<file path="config.mk">
export PLATFORM = sky130hd
export DESIGN_NAME = murmur64b_stream_hash
export DESIGN_NICKNAME = d
export VERILOG_FILES = /design/src/rtl/core/mmh64b_pkg.sv /design/src/rtl/core/mmh64b_dp.sv /design/src/rtl/core/mmh64b_ctrl.sv /design/src/rtl/core/murmur64b_stream_hash.sv
export SDC_FILE = /design/constraint.sdc
export NUM_CORES = 1
export LEC_CHECK = 0
export BUFFER_PORTS_ARGS = -buffer_cell sky130_fd_sc_hd__buf_2
export CAP_MARGIN = 20
export CORE_MARGIN = 2
export CORE_UTILIZATION = 50
export CTS_BUF_LIST = sky130_fd_sc_hd__clkbuf_8
export DETAILED_ROUTE_END_ITERATION = 6
export PLACE_DENSITY_LB_ADDON = 0.12
export SETUP_SLACK_MARGIN = 0.2
export SYNTH_ARGS = -nofsm -noshare
export SYNTH_HDL_FRONTEND = slang
export SYNTH_SLANG_ARGS = --single-unit
</file>
<file path="constraint.sdc">
create_clock -name clk -period 22.2 [get_ports clk]
set_input_delay 4.44 -clock clk [delete_from_list [all_inputs] [get_ports clk]]
set_output_delay 4.44 -clock clk [all_outputs]
set_load 0.05 [all_outputs]
</file>
<file path="src/rtl/core/mmh64b_pkg.sv">
// ----------------------------------------------------------------------------
// mmh64b_pkg
// Shared constants, opcodes and controller/datapath interface types for the
// MurmurHash64B stream hasher.
// ----------------------------------------------------------------------------
package mmh64b_pkg;

  localparam logic [31:0] MIX_MUL    = 32'h5bd1e995;
  localparam int unsigned MIX_SHIFT  = 24;
  localparam logic [31:0] SEED_RESET = 32'h00114514;

  localparam int unsigned FIN_SHIFT_A = 18;
  localparam int unsigned FIN_SHIFT_B = 22;
  localparam int unsigned FIN_SHIFT_C = 17;
  localparam int unsigned FIN_SHIFT_D = 19;

  localparam int unsigned CFG_AW = 3;
  localparam logic [0:0]  REG_SEED = 1'b0;

  typedef enum logic [3:0] {
    OP_NONE = 4'd0,
    OP_K1   = 4'd1,
    OP_K2   = 4'd2,
    OP_ACC  = 4'd3,
    OP_TAIL = 4'd4,
    OP_F0   = 4'd5,
    OP_F1   = 4'd6,
    OP_F2   = 4'd7,
    OP_F3   = 4'd8
  } mix_op_t;

  typedef struct packed {
    logic    load;
    mix_op_t op;
    logic    out_load;
  } dp_cmd_t;

  typedef struct packed {
    logic out_full;
  } dp_stat_t;

endpackage

</file>
<file path="src/rtl/core/mmh64b_dp.sv">
// ----------------------------------------------------------------------------
// mmh64b_dp
// Hash datapath: accumulators, word register, finalization registers and the
// result register, all sharing one 32-bit multiply by the mixing constant.
// ----------------------------------------------------------------------------
module mmh64b_dp
  import mmh64b_pkg::*;
(
  input  logic        clk,
  input  logic        rst_n,
  input  dp_cmd_t     cmd,
  input  logic [31:0] seed,
  input  logic [31:0] in_data_word,
  input  logic [2:0]  in_byte_count,
  input  logic        in_first,
  input  logic [30:0] in_msg_length,
  input  logic        out_stall,
  output logic        out_valid,
  output logic [63:0] out_hash_value,
  output dp_stat_t    stat
);

  logic [31:0] acc_high_r, acc_high_nxt;
  logic [31:0] acc_low_r, acc_low_nxt;
  logic        parity_r, parity_nxt;
  logic [31:0] word_r, word_nxt;
  logic [31:0] fin1_r, fin1_nxt;
  logic [31:0] fin2_r, fin2_nxt;
  logic        out_valid_r, out_valid_nxt;
  logic [63:0] hash_r, hash_nxt;
  logic [31:0] mul_in;
  logic [31:0] prod;
  logic [31:0] tail_mask;

  always_comb begin
    case (in_byte_count)
      3'd1:    tail_mask = 32'h000000ff;
      3'd2:    tail_mask = 32'h0000ffff;
      3'd3:    tail_mask = 32'h00ffffff;
      default: tail_mask = 32'hffffffff;
    endcase
  end

  always_comb begin
    case (cmd.op)
      OP_K1:   mul_in = word_r;
      OP_K2:   mul_in = word_r ^ (word_r >> MIX_SHIFT);
      OP_ACC:  mul_in = parity_r ? acc_low_r : acc_high_r;
      OP_TAIL: mul_in = acc_low_r ^ word_r;
      OP_F0:   mul_in = acc_high_r ^ (acc_low_r >> FIN_SHIFT_A);
      OP_F1:   mul_in = fin2_r ^ (fin1_r >> FIN_SHIFT_B);
      OP_F2:   mul_in = fin1_r ^ (fin2_r >> FIN_SHIFT_C);
      OP_F3:   mul_in = fin2_r ^ (fin1_r >> FIN_SHIFT_D);
      default: mul_in = '0;
    endcase
  end

  assign prod = mul_in * MIX_MUL;

  always_comb begin
    acc_high_nxt  = acc_high_r;
    acc_low_nxt   = acc_low_r;
    parity_nxt    = parity_r;
    word_nxt      = word_r;
    fin1_nxt      = fin1_r;
    fin2_nxt      = fin2_r;
    hash_nxt      = hash_r;
    out_valid_nxt = out_valid_r && out_stall;
    if (cmd.load) begin
      word_nxt = in_data_word & tail_mask;
      if (in_first) begin
        acc_high_nxt = seed ^ {1'b0, in_msg_length};
        acc_low_nxt  = '0;
        parity_nxt   = 1'b0;
      end
    end
    case (cmd.op)
      OP_K1, OP_K2: begin
        word_nxt = prod;
      end
      OP_ACC: begin
        if (parity_r) begin
          acc_low_nxt = prod ^ word_r;
        end else begin
          acc_high_nxt = prod ^ word_r;
        end
        parity_nxt = ~parity_r;
      end
      OP_TAIL: begin
        acc_low_nxt = prod;
      end
      OP_F0: begin
        fin1_nxt = prod;
        fin2_nxt = acc_low_r;
      end
      OP_F1: begin
        fin2_nxt = prod;
      end
      OP_F2: begin
        fin1_nxt = prod;
      end
      default: begin
      end
    endcase
    if (cmd.out_load) begin
      hash_nxt      = {fin1_r, prod};
      out_valid_nxt = 1'b1;
    end
  end

  always_ff @(posedge clk) begin
    if (!rst_n) begin
      acc_high_r  <= '0;
      acc_low_r   <= '0;
      parity_r    <= 1'b0;
      out_valid_r <= 1'b0;
    end else begin
      acc_high_r  <= acc_high_nxt;
      acc_low_r   <= acc_low_nxt;
      parity_r    <= parity_nxt;
      out_valid_r <= out_valid_nxt;
    end
  end

  always_ff @(posedge clk) begin
    word_r <= word_nxt;
    fin1_r <= fin1_nxt;
    fin2_r <= fin2_nxt;
    hash_r <= hash_nxt;
  end

  assign out_valid      = out_valid_r;
  assign out_hash_value = hash_r;
  assign stat.out_full  = out_valid_r && out_stall;

  a_load_sets_valid: assert property (@(posedge clk) disable iff (!rst_n)
    cmd.out_load |=> out_valid_r)
    else $error("Result load did not raise the output valid.");

  a_acc_flips_parity: assert property (@(posedge clk) disable iff (!rst_n)
    (cmd.op == OP_ACC) && !cmd.load |=> parity_r != $past(parity_r))
    else $error("Accumulator fold did not alternate the word parity.");

  a_held_result_stable: assert property (@(posedge clk) disable iff (!rst_n)
    out_valid_r && out_stall |=> out_valid_r && $stable(hash_r))
    else $error("Stalled result changed before it was taken.");

endmodule

</file>
<file path="src/rtl/core/mmh64b_ctrl.sv">
// ----------------------------------------------------------------------------
// mmh64b_ctrl
// Sequencer for the hash datapath: accepts a word, steps the shared multiply
// through word mixing, tail absorption and the four finalization rounds.
// ----------------------------------------------------------------------------
module mmh64b_ctrl
  import mmh64b_pkg::*;
(
  input  logic       clk,
  input  logic       rst_n,
  input  logic       in_valid,
  input  logic [2:0] in_byte_count,
  input  logic       in_last,
  output logic       in_stall,
  input  dp_stat_t   stat,
  output dp_cmd_t    cmd
);

  typedef enum logic [8:0] {
    ST_IDLE = 9'b000000001,
    ST_K1   = 9'b000000010,
    ST_K2   = 9'b000000100,
    ST_ACC  = 9'b000001000,
    ST_TAIL = 9'b000010000,
    ST_F0   = 9'b000100000,
    ST_F1   = 9'b001000000,
    ST_F2   = 9'b010000000,
    ST_F3   = 9'b100000000
  } state_t;

  state_t state_r, state_nxt;
  logic   last_r, last_nxt;
  logic   accept;

  assign in_stall = (state_r != ST_IDLE);
  assign accept   = in_valid && !in_stall;

  always_comb begin
    state_nxt    = state_r;
    last_nxt     = last_r;
    cmd.load     = 1'b0;
    cmd.op       = OP_NONE;
    cmd.out_load = 1'b0;
    case (state_r)
      ST_IDLE: begin
        if (accept) begin
          cmd.load = 1'b1;
          last_nxt = in_last;
          if (in_byte_count[2]) begin
            state_nxt = ST_K1;
          end else if (in_byte_count != 3'd0) begin
            state_nxt = ST_TAIL;
          end else if (in_last) begin
            state_nxt = ST_F0;
          end
        end
      end
      ST_K1: begin
        cmd.op    = OP_K1;
        state_nxt = ST_K2;
      end
      ST_K2: begin
        cmd.op    = OP_K2;
        state_nxt = ST_ACC;
      end
      ST_ACC: begin
        cmd.op    = OP_ACC;
        state_nxt = last_r ? ST_F0 : ST_IDLE;
      end
      ST_TAIL: begin
        cmd.op    = OP_TAIL;
        state_nxt = last_r ? ST_F0 : ST_IDLE;
      end
      ST_F0: begin
        cmd.op    = OP_F0;
        state_nxt = ST_F1;
      end
      ST_F1: begin
        cmd.op    = OP_F1;
        state_nxt = ST_F2;
      end
      ST_F2: begin
        cmd.op    = OP_F2;
        state_nxt = ST_F3;
      end
      ST_F3: begin
        cmd.op = OP_F3;
        if (!stat.out_full) begin
          cmd.out_load = 1'b1;
          state_nxt    = ST_IDLE;
        end
      end
      default: begin
        state_nxt = ST_IDLE;
      end
    endcase
  end

  always_ff @(posedge clk) begin
    if (!rst_n) begin
      state_r <= ST_IDLE;
      last_r  <= 1'b0;
    end else begin
      state_r <= state_nxt;
      last_r  <= last_nxt;
    end
  end

  a_full_word_seq: assert property (@(posedge clk) disable iff (!rst_n)
    accept && in_byte_count[2] |=> state_r == ST_K1 ##1 state_r == ST_K2
    ##1 state_r == ST_ACC)
    else $error("Full word did not run the three multiply steps in order.");

  a_empty_last: assert property (@(posedge clk) disable iff (!rst_n)
    accept && in_last && (in_byte_count == 3'd0) |=> state_r == ST_F0)
    else $error("Empty last word did not start finalization.");

  a_out_load_free: assert property (@(posedge clk) disable iff (!rst_n)
    cmd.out_load |-> (state_r == ST_F3) && !stat.out_full)
    else $error("Result loaded while the output register was held.");

endmodule

</file>
<file path="src/rtl/core/murmur64b_stream_hash.sv">
// ----------------------------------------------------------------------------
// murmur64b_stream_hash
// MurmurHash64B over a stream of little-endian 32-bit words.
//
// The input channel carries one word per transfer with its byte count and
// first/last flags; the first word also carries the message length, which is
// XORed with the seed register to start the first accumulator. After the
// accept, a full word makes three passes through the single 32-bit
// multiplier (two to mix the word, one to fold it into an accumulator); a
// tail word of one to three bytes is XORed into the low accumulator, which
// is then multiplied. The last word adds four finalization rounds on the
// same multiplier, after which the hash is loaded into the output register.
// The output register holds one hash; the next message's words are accepted
// while it waits. If the receiver stalls and a second hash is ready, the
// block holds in its final round until the register is free.
// Reset clears both accumulators, the word parity and the output valid, and
// sets the seed to 0x114514. The seed is written over the APB port at byte
// address 0 and should only change while the block is idle.
// ----------------------------------------------------------------------------
module murmur64b_stream_hash
  import mmh64b_pkg::*;
(
  input  logic              clk,
  input  logic              rst_n,
  input  logic              in_valid,
  output logic              in_stall,
  input  logic [31:0]       in_data_word,
  input  logic [2:0]        in_byte_count,
  input  logic              in_first,
  input  logic              in_last,
  input  logic [30:0]       in_msg_length,
  output logic              out_valid,
  input  logic              out_stall,
  output logic [63:0]       out_hash_value,
  input  logic              psel,
  input  logic              penable,
  input  logic              pwrite,
  input  logic [CFG_AW-1:0] paddr,
  input  logic [31:0]       pwdata,
  output logic [31:0]       prdata,
  output logic              pready
);

  logic [31:0] seed_r, seed_nxt;
  logic        seed_sel;
  dp_cmd_t     cmd;
  dp_stat_t    stat;

  assign pready   = 1'b1;
  assign seed_sel = (paddr[2:2] == REG_SEED);
  assign prdata   = seed_sel ? seed_r : 32'h0;

  always_comb begin
    seed_nxt = seed_r;
    if (psel && penable && pwrite && seed_sel) begin
      seed_nxt = pwdata;
    end
  end

  always_ff @(posedge clk) begin
    if (!rst_n) begin
      seed_r <= SEED_RESET;
    end else begin
      seed_r <= seed_nxt;
    end
  end

  mmh64b_ctrl u_ctrl (
    .clk           (clk),
    .rst_n         (rst_n),
    .in_valid      (in_valid),
    .in_byte_count (in_byte_count),
    .in_last       (in_last),
    .in_stall      (in_stall),
    .stat          (stat),
    .cmd           (cmd)
  );

  mmh64b_dp u_dp (
    .clk            (clk),
    .rst_n          (rst_n),
    .cmd            (cmd),
    .seed           (seed_r),
    .in_data_word   (in_data_word),
    .in_byte_count  (in_byte_count),
    .in_first       (in_first),
    .in_msg_length  (in_msg_length),
    .out_stall      (out_stall),
    .out_valid      (out_valid),
    .out_hash_value (out_hash_value),
    .stat           (stat)
  );

endmodule
</file>
## Word-level counts from Yosys, hierarchy flattened

Cells that the tools add are included.

| cells by class | value |
|---|---|
| add/subtract/negate cells | 0 |
| multiply operators | 1 |
| div/mod/pow operators | 0 |
| magnitude comparators | 0 |
| equality and inequality tests | 24 |
| shifts and indexed selects | 0 |
| mux-type cells | 31 |
| bitwise gates (word level) | 11 |
| reduce and logical (&&, ||, !) cells | 17 |

Operators by type and width:

| kind | number |
|---|---|
| two-way mux 32 bit | 11 |
| case mux 32 bit (8 select lines) | 1 |
| case mux 32 bit (2 select lines) | 2 |
| case mux 32 bit (3 select lines) | 1 |
| case mux 9 bit (8 select lines) | 1 |
| bitwise XOR 32 bit | 2 |
| two-way mux 9 bit | 5 |
| bitwise AND 32 bit | 1 |
| multiplier 32 x 31 -> 32 bit (second input constant) | 1 |
| case mux 4 bit (8 select lines) | 1 |
| bitwise XOR 32 x 10 -> 32 bit | 1 |
| bitwise XOR 32 x 13 -> 32 bit | 1 |
| bitwise XOR 32 x 14 -> 32 bit | 1 |
| bitwise XOR 32 x 15 -> 32 bit | 1 |
| bitwise XOR 32 x 31 -> 32 bit | 1 |
| bitwise XOR 32 x 8 -> 32 bit | 1 |
| equality test 4 x 3 -> 1 bit (second input constant) | 4 |
| equality test 9 x 1 -> 1 bit (second input constant) | 1 |
| equality test 9 x 2 -> 1 bit (second input constant) | 1 |
| equality test 9 x 3 -> 1 bit (second input constant) | 1 |
| equality test 9 x 4 -> 1 bit (second input constant) | 1 |
| equality test 9 x 5 -> 1 bit (second input constant) | 1 |
| equality test 9 x 6 -> 1 bit (second input constant) | 1 |
| equality test 9 x 7 -> 1 bit (second input constant) | 1 |
| 21 further kinds | 41 |

| word-level totals | value |
|---|---|
| bits in registers | 268 |
| bits in latches | 0 |
| RAM bits | 0 |
| bits in read-only memories | 0 |
| bits of input ports | 110 |
| output and inout bits | 99 |
| logic and storage cells | 95 |
| memories kept | 0 |

## Longest topological paths before layout

| depth | value |
|---|---|
| word-level depth | 8 |
| mapped depth | 37 |
| depth with buffers taken out | 34 |

## By module

A second synthesis with hierarchy kept.

| unflattened totals | value |
|---|---|
| cells, all modules | 2314 |
| area, all modules | 22532.9 µm² |

By module, submodules not included:

| module | times used | cells each | area each (µm²) | seq. area each (µm²) |
|---|---|---|---|---|
| mmh64b_dp | 1 | 2054 | 20285.7 | 6125.9 |
| murmur64b_stream_hash | 1 | 177 | 1572.8 | 640.6 |
| mmh64b_ctrl | 1 | 83 | 674.4 | 200.2 |

## Worst setup path after synthesis

OpenSTA, ideal clock, no wires.

| path | value |
|---|---|
| path type | input to output |
| from | input port paddr[2] |
| to | output port prdata[10] |
| arrival time | 5.337 ns |
| required time | 17.760 ns |
| path slack | 12.423 ns |
| stages | 2 |
| buffers on the path | 1 |
| path through | clkbuf_1 > nor2b_1 |

| between the ends | value |
|---|---|
| longest elaborated chain between the ends | 1 |

Ends and longest elaborated chain:

| item | RTL line | RTL |
|---|---|---|
| start, declared | murmur64b_stream_hash.sv:38 | `input logic [CFG_AW-1:0] paddr,` |
| two-way mux 32 bit | murmur64b_stream_hash.sv:51 | `assign prdata = seed_sel ? seed_r : 32'h0;` |
| end, declared | murmur64b_stream_hash.sv:40 | `output logic [31:0] prdata,` |

No other way between the ends.

## Worst setup path after layout

| path | value |
|---|---|
| from | register u_ctrl.state_r[6] |
| to | register u_dp.acc_low_r[28] |

| between the ends | value |
|---|---|
| longest elaborated chain between the ends | 8 |
| elaborated cells on any way between the ends | 29 |
| classes of those cells | 1 x mul; 18 x eq/ne; 7 x mux; 1 x bitwise; 2 x reduce/logical |

Ends and longest elaborated chain:

| item | RTL line | RTL |
|---|---|---|
| start, declared | mmh64b_ctrl.sv:31 | `state_t state_r, state_nxt;` |
| start signal, assigned | mmh64b_ctrl.sv:104 | `state_r <= state_nxt;` |
| equality test 9 bit, or another cell as far along | mmh64b_ctrl.sv:44 | `case (state_r)` |
| case mux 4 bit (8 select lines) (*) | mmh64b_ctrl.sv:44 |  |
| equality test 4 bit, or another cell as far along | mmh64b_dp.sv:45 | `case (cmd.op)` |
| case mux 32 bit (8 select lines) (*) | mmh64b_dp.sv:45 |  |
| multiplier 32 x 31 -> 32 bit (*) | mmh64b_dp.sv:58 | `assign prod = mul_in * MIX_MUL;` |
| named net u_dp.prod[28] | mmh64b_dp.sv:32 | `logic [31:0] prod;` |
| bitwise XOR 32 bit | mmh64b_dp.sv:83 | `acc_low_nxt = prod ^ word_r;` |
| two-way mux 32 bit | mmh64b_dp.sv:82 | `if (parity_r) begin` |
| case mux 32 bit (2 select lines) (*) | mmh64b_dp.sv:77 | `case (cmd.op)` |
| end signal, assigned | mmh64b_dp.sv:119 | `acc_low_r <= acc_low_nxt;` |
| end, declared | mmh64b_dp.sv:24 | `logic [31:0] acc_low_r, acc_low_nxt;` |

Mark *: on every way through the listed nets, which the timed path passes. The rest lies on a longest branch.
A chain may end at the register's enable or synchronous reset.

==> flow_summary_export.csv <==
group,metric,value,unit
clock_network,htree_levels,2,
pwr,finalPower,1800,uW
pwr,powerDensity,73.1,mW/mm^2
pwr,total_leakage_power,0.0114,uW
grt,antenna_found_initial,1,
route,route.detailed.drc,2,
synthesis,ys_warn_count,0,
synthesis,ys_async_sr_fraction,0,%
layout,area_delta_synth_final,11.4,%
timing,hold_violations,0,
synthesis,synth_compound_area_share,14.4,%
route,drt_iter0_markers,1791,
synthesis,syn_area,0.0221,sq mm
synthesis,yosysSeqAreaShare,31.5,%
timing,relSlewSlack,25.1,%
timing,slew_violations,0,
place,portBuffers,205,
layout,n_fill_cell,4027,
timing,tns,0,ns
setup_path,crit_path_end_kind,"flip-flop",
setup_path,path_delay_family,"adder cells",
timing,fmax,0.0941,GHz
layout,seqCellArea,0.00697,sq mm
setup_path,cp-start-kind,"flip-flop",
die,die_x,214,microns
setup_path,worstPathRequired,22.64,ns
setup_path,critPathKind,"flip-flop to flip-flop",
die,row_count,77,
layout,multi_input_area,0.0134,sq mm
synthesis,synth_seq_cells,268,
grt,grt_pass1_wl,111000,microns
pwr,ir_worst_vdd,0.0000413,V
setup_path,slowest_stage,"or3_1",
hold_path,hold_class,"flip-flop to flip-flop",
die,core,0.0439,sq mm
clock_network,cts_buffers,45,
synthesis,synth_top_family_by_area,"adder cells",
route,vias_per_cell,5.83,
die,start_util,50.3,%
clock_network,cts-root-buf,"clkbuf_8",
outcome,status,"finished, violations left",
synthesis,avgSynthCellArea,9.63,sq um
synthesis,syn_inst,2297,
setup_path,r2r-start,"u_ctrl.state_r[6]",
clock_network,cts_sinks,268,
synthesis,synthMuxAreaShare,0.458,%
grt,grt_max_degree,76,
synthesis,yosysTopAreaCell,"edfxtp_1",
timing,finalSetupViolCount,0,
timing,finalClockSkew,0.0305,ns
clock_network,post_cts_buffers,0,
run,drv_cap,0,
synthesis,synth-xor-area-share,5.77,%
layout,drive_gt1_share,12.9,%
route,first_pass_iters,7,
hold_path,holdCritStartpoint,"u_dp.fin1_r[17]",
synthesis,netlist.area_leader.share,21.7,%
route,drt_wl_total,73800,microns
setup_path,cp_max_fo,45,
grt,first_global_vias,17900,
synthesis,synthSimpleGateAreaFrac,10.9,%
grt,gr-total-overflow,0,
clock_network,clk_pin_slew,0.06,ns
route,routedWlPerCell,23.7,microns
setup_path,crit_path_start,"u_ctrl.state_r[6]",
place,gp_congestion,0.968,
synthesis,synthAdderAreaFrac,28.6,%
clock_network,cts_resized,0,
die,io_pins,209,
synthesis,synthTopCellsByArea,"edfxtp_1 (22%), fa_1 (16%), ha_1 (12%)",
die,die_h,214,microns
timing,tightest_slew,1.12,ns
synthesis,ys_types,80,
timing,rsz0062_at_grt,"no",
clock_network,cts-hold-fix-buffers,0,
synthesis,ys.flop_type,"edfxtp_1",
layout,layout.nets,2992,
clock_network,cts_buffer_depth,3,
setup_path,worstPathArrival,11.07,ns
place,dp_hpwl,55600,microns
die,die_area,0.0459,sq mm
route,detail-route-antenna-nets,0,
grt,grt_usage,32.0,%
setup_path,worst-path-buf-inv,7,
outcome,violations,"DRC",
timing,fin_crit_sh,47.9,%
synthesis,synth_nets,2804,
route,via_count,18100,
clock_network,clock_latency,0.62,ns
synthesis,synth-edff-count,160,
timing,fin_crit,10.63,ns
setup_path,max_stage_delay,0.69,ns
clock_network,cts_tree,"done",
-- worst register-to-register path: cells and delay by family (launching register included) --
kind / cells / cell delay (ns)
adders and majority gates: 9 / 4.06
buffers and inverters: 7 / 1.49
DFF: 1 / 0.41
and+or+nand+nor: 6 / 2.10
muxes: 1 / 0.22
AOI/OAI and AO/OA: 8 / 2.17
-- layout by cell type, fill, tap and decap left out, types with 9 or more instances in the layout --
cell and count:
o21ai_0 144, dfxtp_1 108, o221ai_1 12, a21o_1 19
nor2b_1 38, inv_1 392, nor3_1 10, a211oi_1 35
clkbuf_8 46, buf_2 205, nand2b_1 13, xnor2_1 97
fa_1 181, nor4_1 15, a222oi_1 23, a21oi_1 106
o21a_1 16, mux2i_1 9, xor2_1 35, ha_1 216
buf_4 36, nand2_1 227, a221oi_1 16, nor2_1 111
or3_1 11, nand3_1 45, edfxtp_1 160, a22oi_1 31
-- final timing paths --
path | end | slack [ns] | depth (start not counted)
min | u_dp.out_hash_value[49] | 0.47 | 0
max | u_dp.acc_low_r[28] | 11.57 | 31
min reg2reg | u_dp.out_hash_value[49] | 0.47 | 0
max reg2reg | u_dp.acc_low_r[28] | 11.57 | 31
-- routing by layer --
metal	routed length (microns)	global-route usage (%)
met3	5990	5.28
met5	0	0
met1	29400	41.6
met4	4460	17.7
met2	34000	51.3
-- Yosys cell counts, types with 13 or more instances --
cell type and instances:
a211oi_1 35, dfxtp_1 108, a21oi_1 107, nor2b_1 38
ha_1 216, nor4_1 15, nand2_1 227, a21o_1 19
fa_1 181, nor2_1 112, nand2b_1 13, xnor2_1 97
xor2_1 35, a221oi_1 16, clkbuf_1 84, nand3_1 47
a22oi_1 31, o21ai_0 144, inv_1 377, a222oi_1 23
o21a_1 16, edfxtp_1 160
-- cell type report --
type                       instances  area share (%)
tap                              592            3.01
multi-input combinational       1550            54.2
inverter                         378            5.76
antenna                            1          0.0102
clock inverter                    33           0.802
clock buffer                      46            2.57
timing repair buffer             242            5.37
sequential                       268            28.3
-- power breakdown --
part / internal [uW] / leakage [uW] / switching [uW]
Clock: 216 / 0.000477 / 210
Combinational: 269 / 0.00859 / 510
Sequential: 574 / 0.00236 / 21.6
Total: 1060 / 0.0114 / 742
-- state kept, by name, summed over array words and instances, names as in the netlist --
name                 flops
u_ctrl.state_r           9
u_dp.word_r             32
seed_r                  32
u_dp.fin1_r             32
u_ctrl.last_r            1
u_dp.out_hash_value     64
u_dp.fin2_r             32
u_dp.acc_high_r         32
u_dp.out_valid           1
u_dp.acc_low_r          32
u_dp.parity_r            1
-- per-stage QoR --
step                std cells  hold slack [ns]  setup slack, ns  util (%)  instance area, sq um
floorplan                2297            0.427            12.42         -                 22100
global placement         3028            0.455            11.74      54.1                 23800
detailed placement       3030            0.460            11.69      54.2                 23800
CTS                      3109            0.461            11.65      56.1                 24600
global route             3109            0.487            11.10      56.1                 24600
finish                   3110            0.469            11.57      56.1                 24600
-- cell families after synthesis --
family                     count (synthesis)
and+or+nand+nor                          520
AOI/OAI and AO/OA                        485
buffers and inverters                    479
adders and majority gates                397
DFF                                      268
xor gates and xnor gates                 137
muxes                                     10
other                                      1
Note: power is estimated with default switching activity, not from simulation.
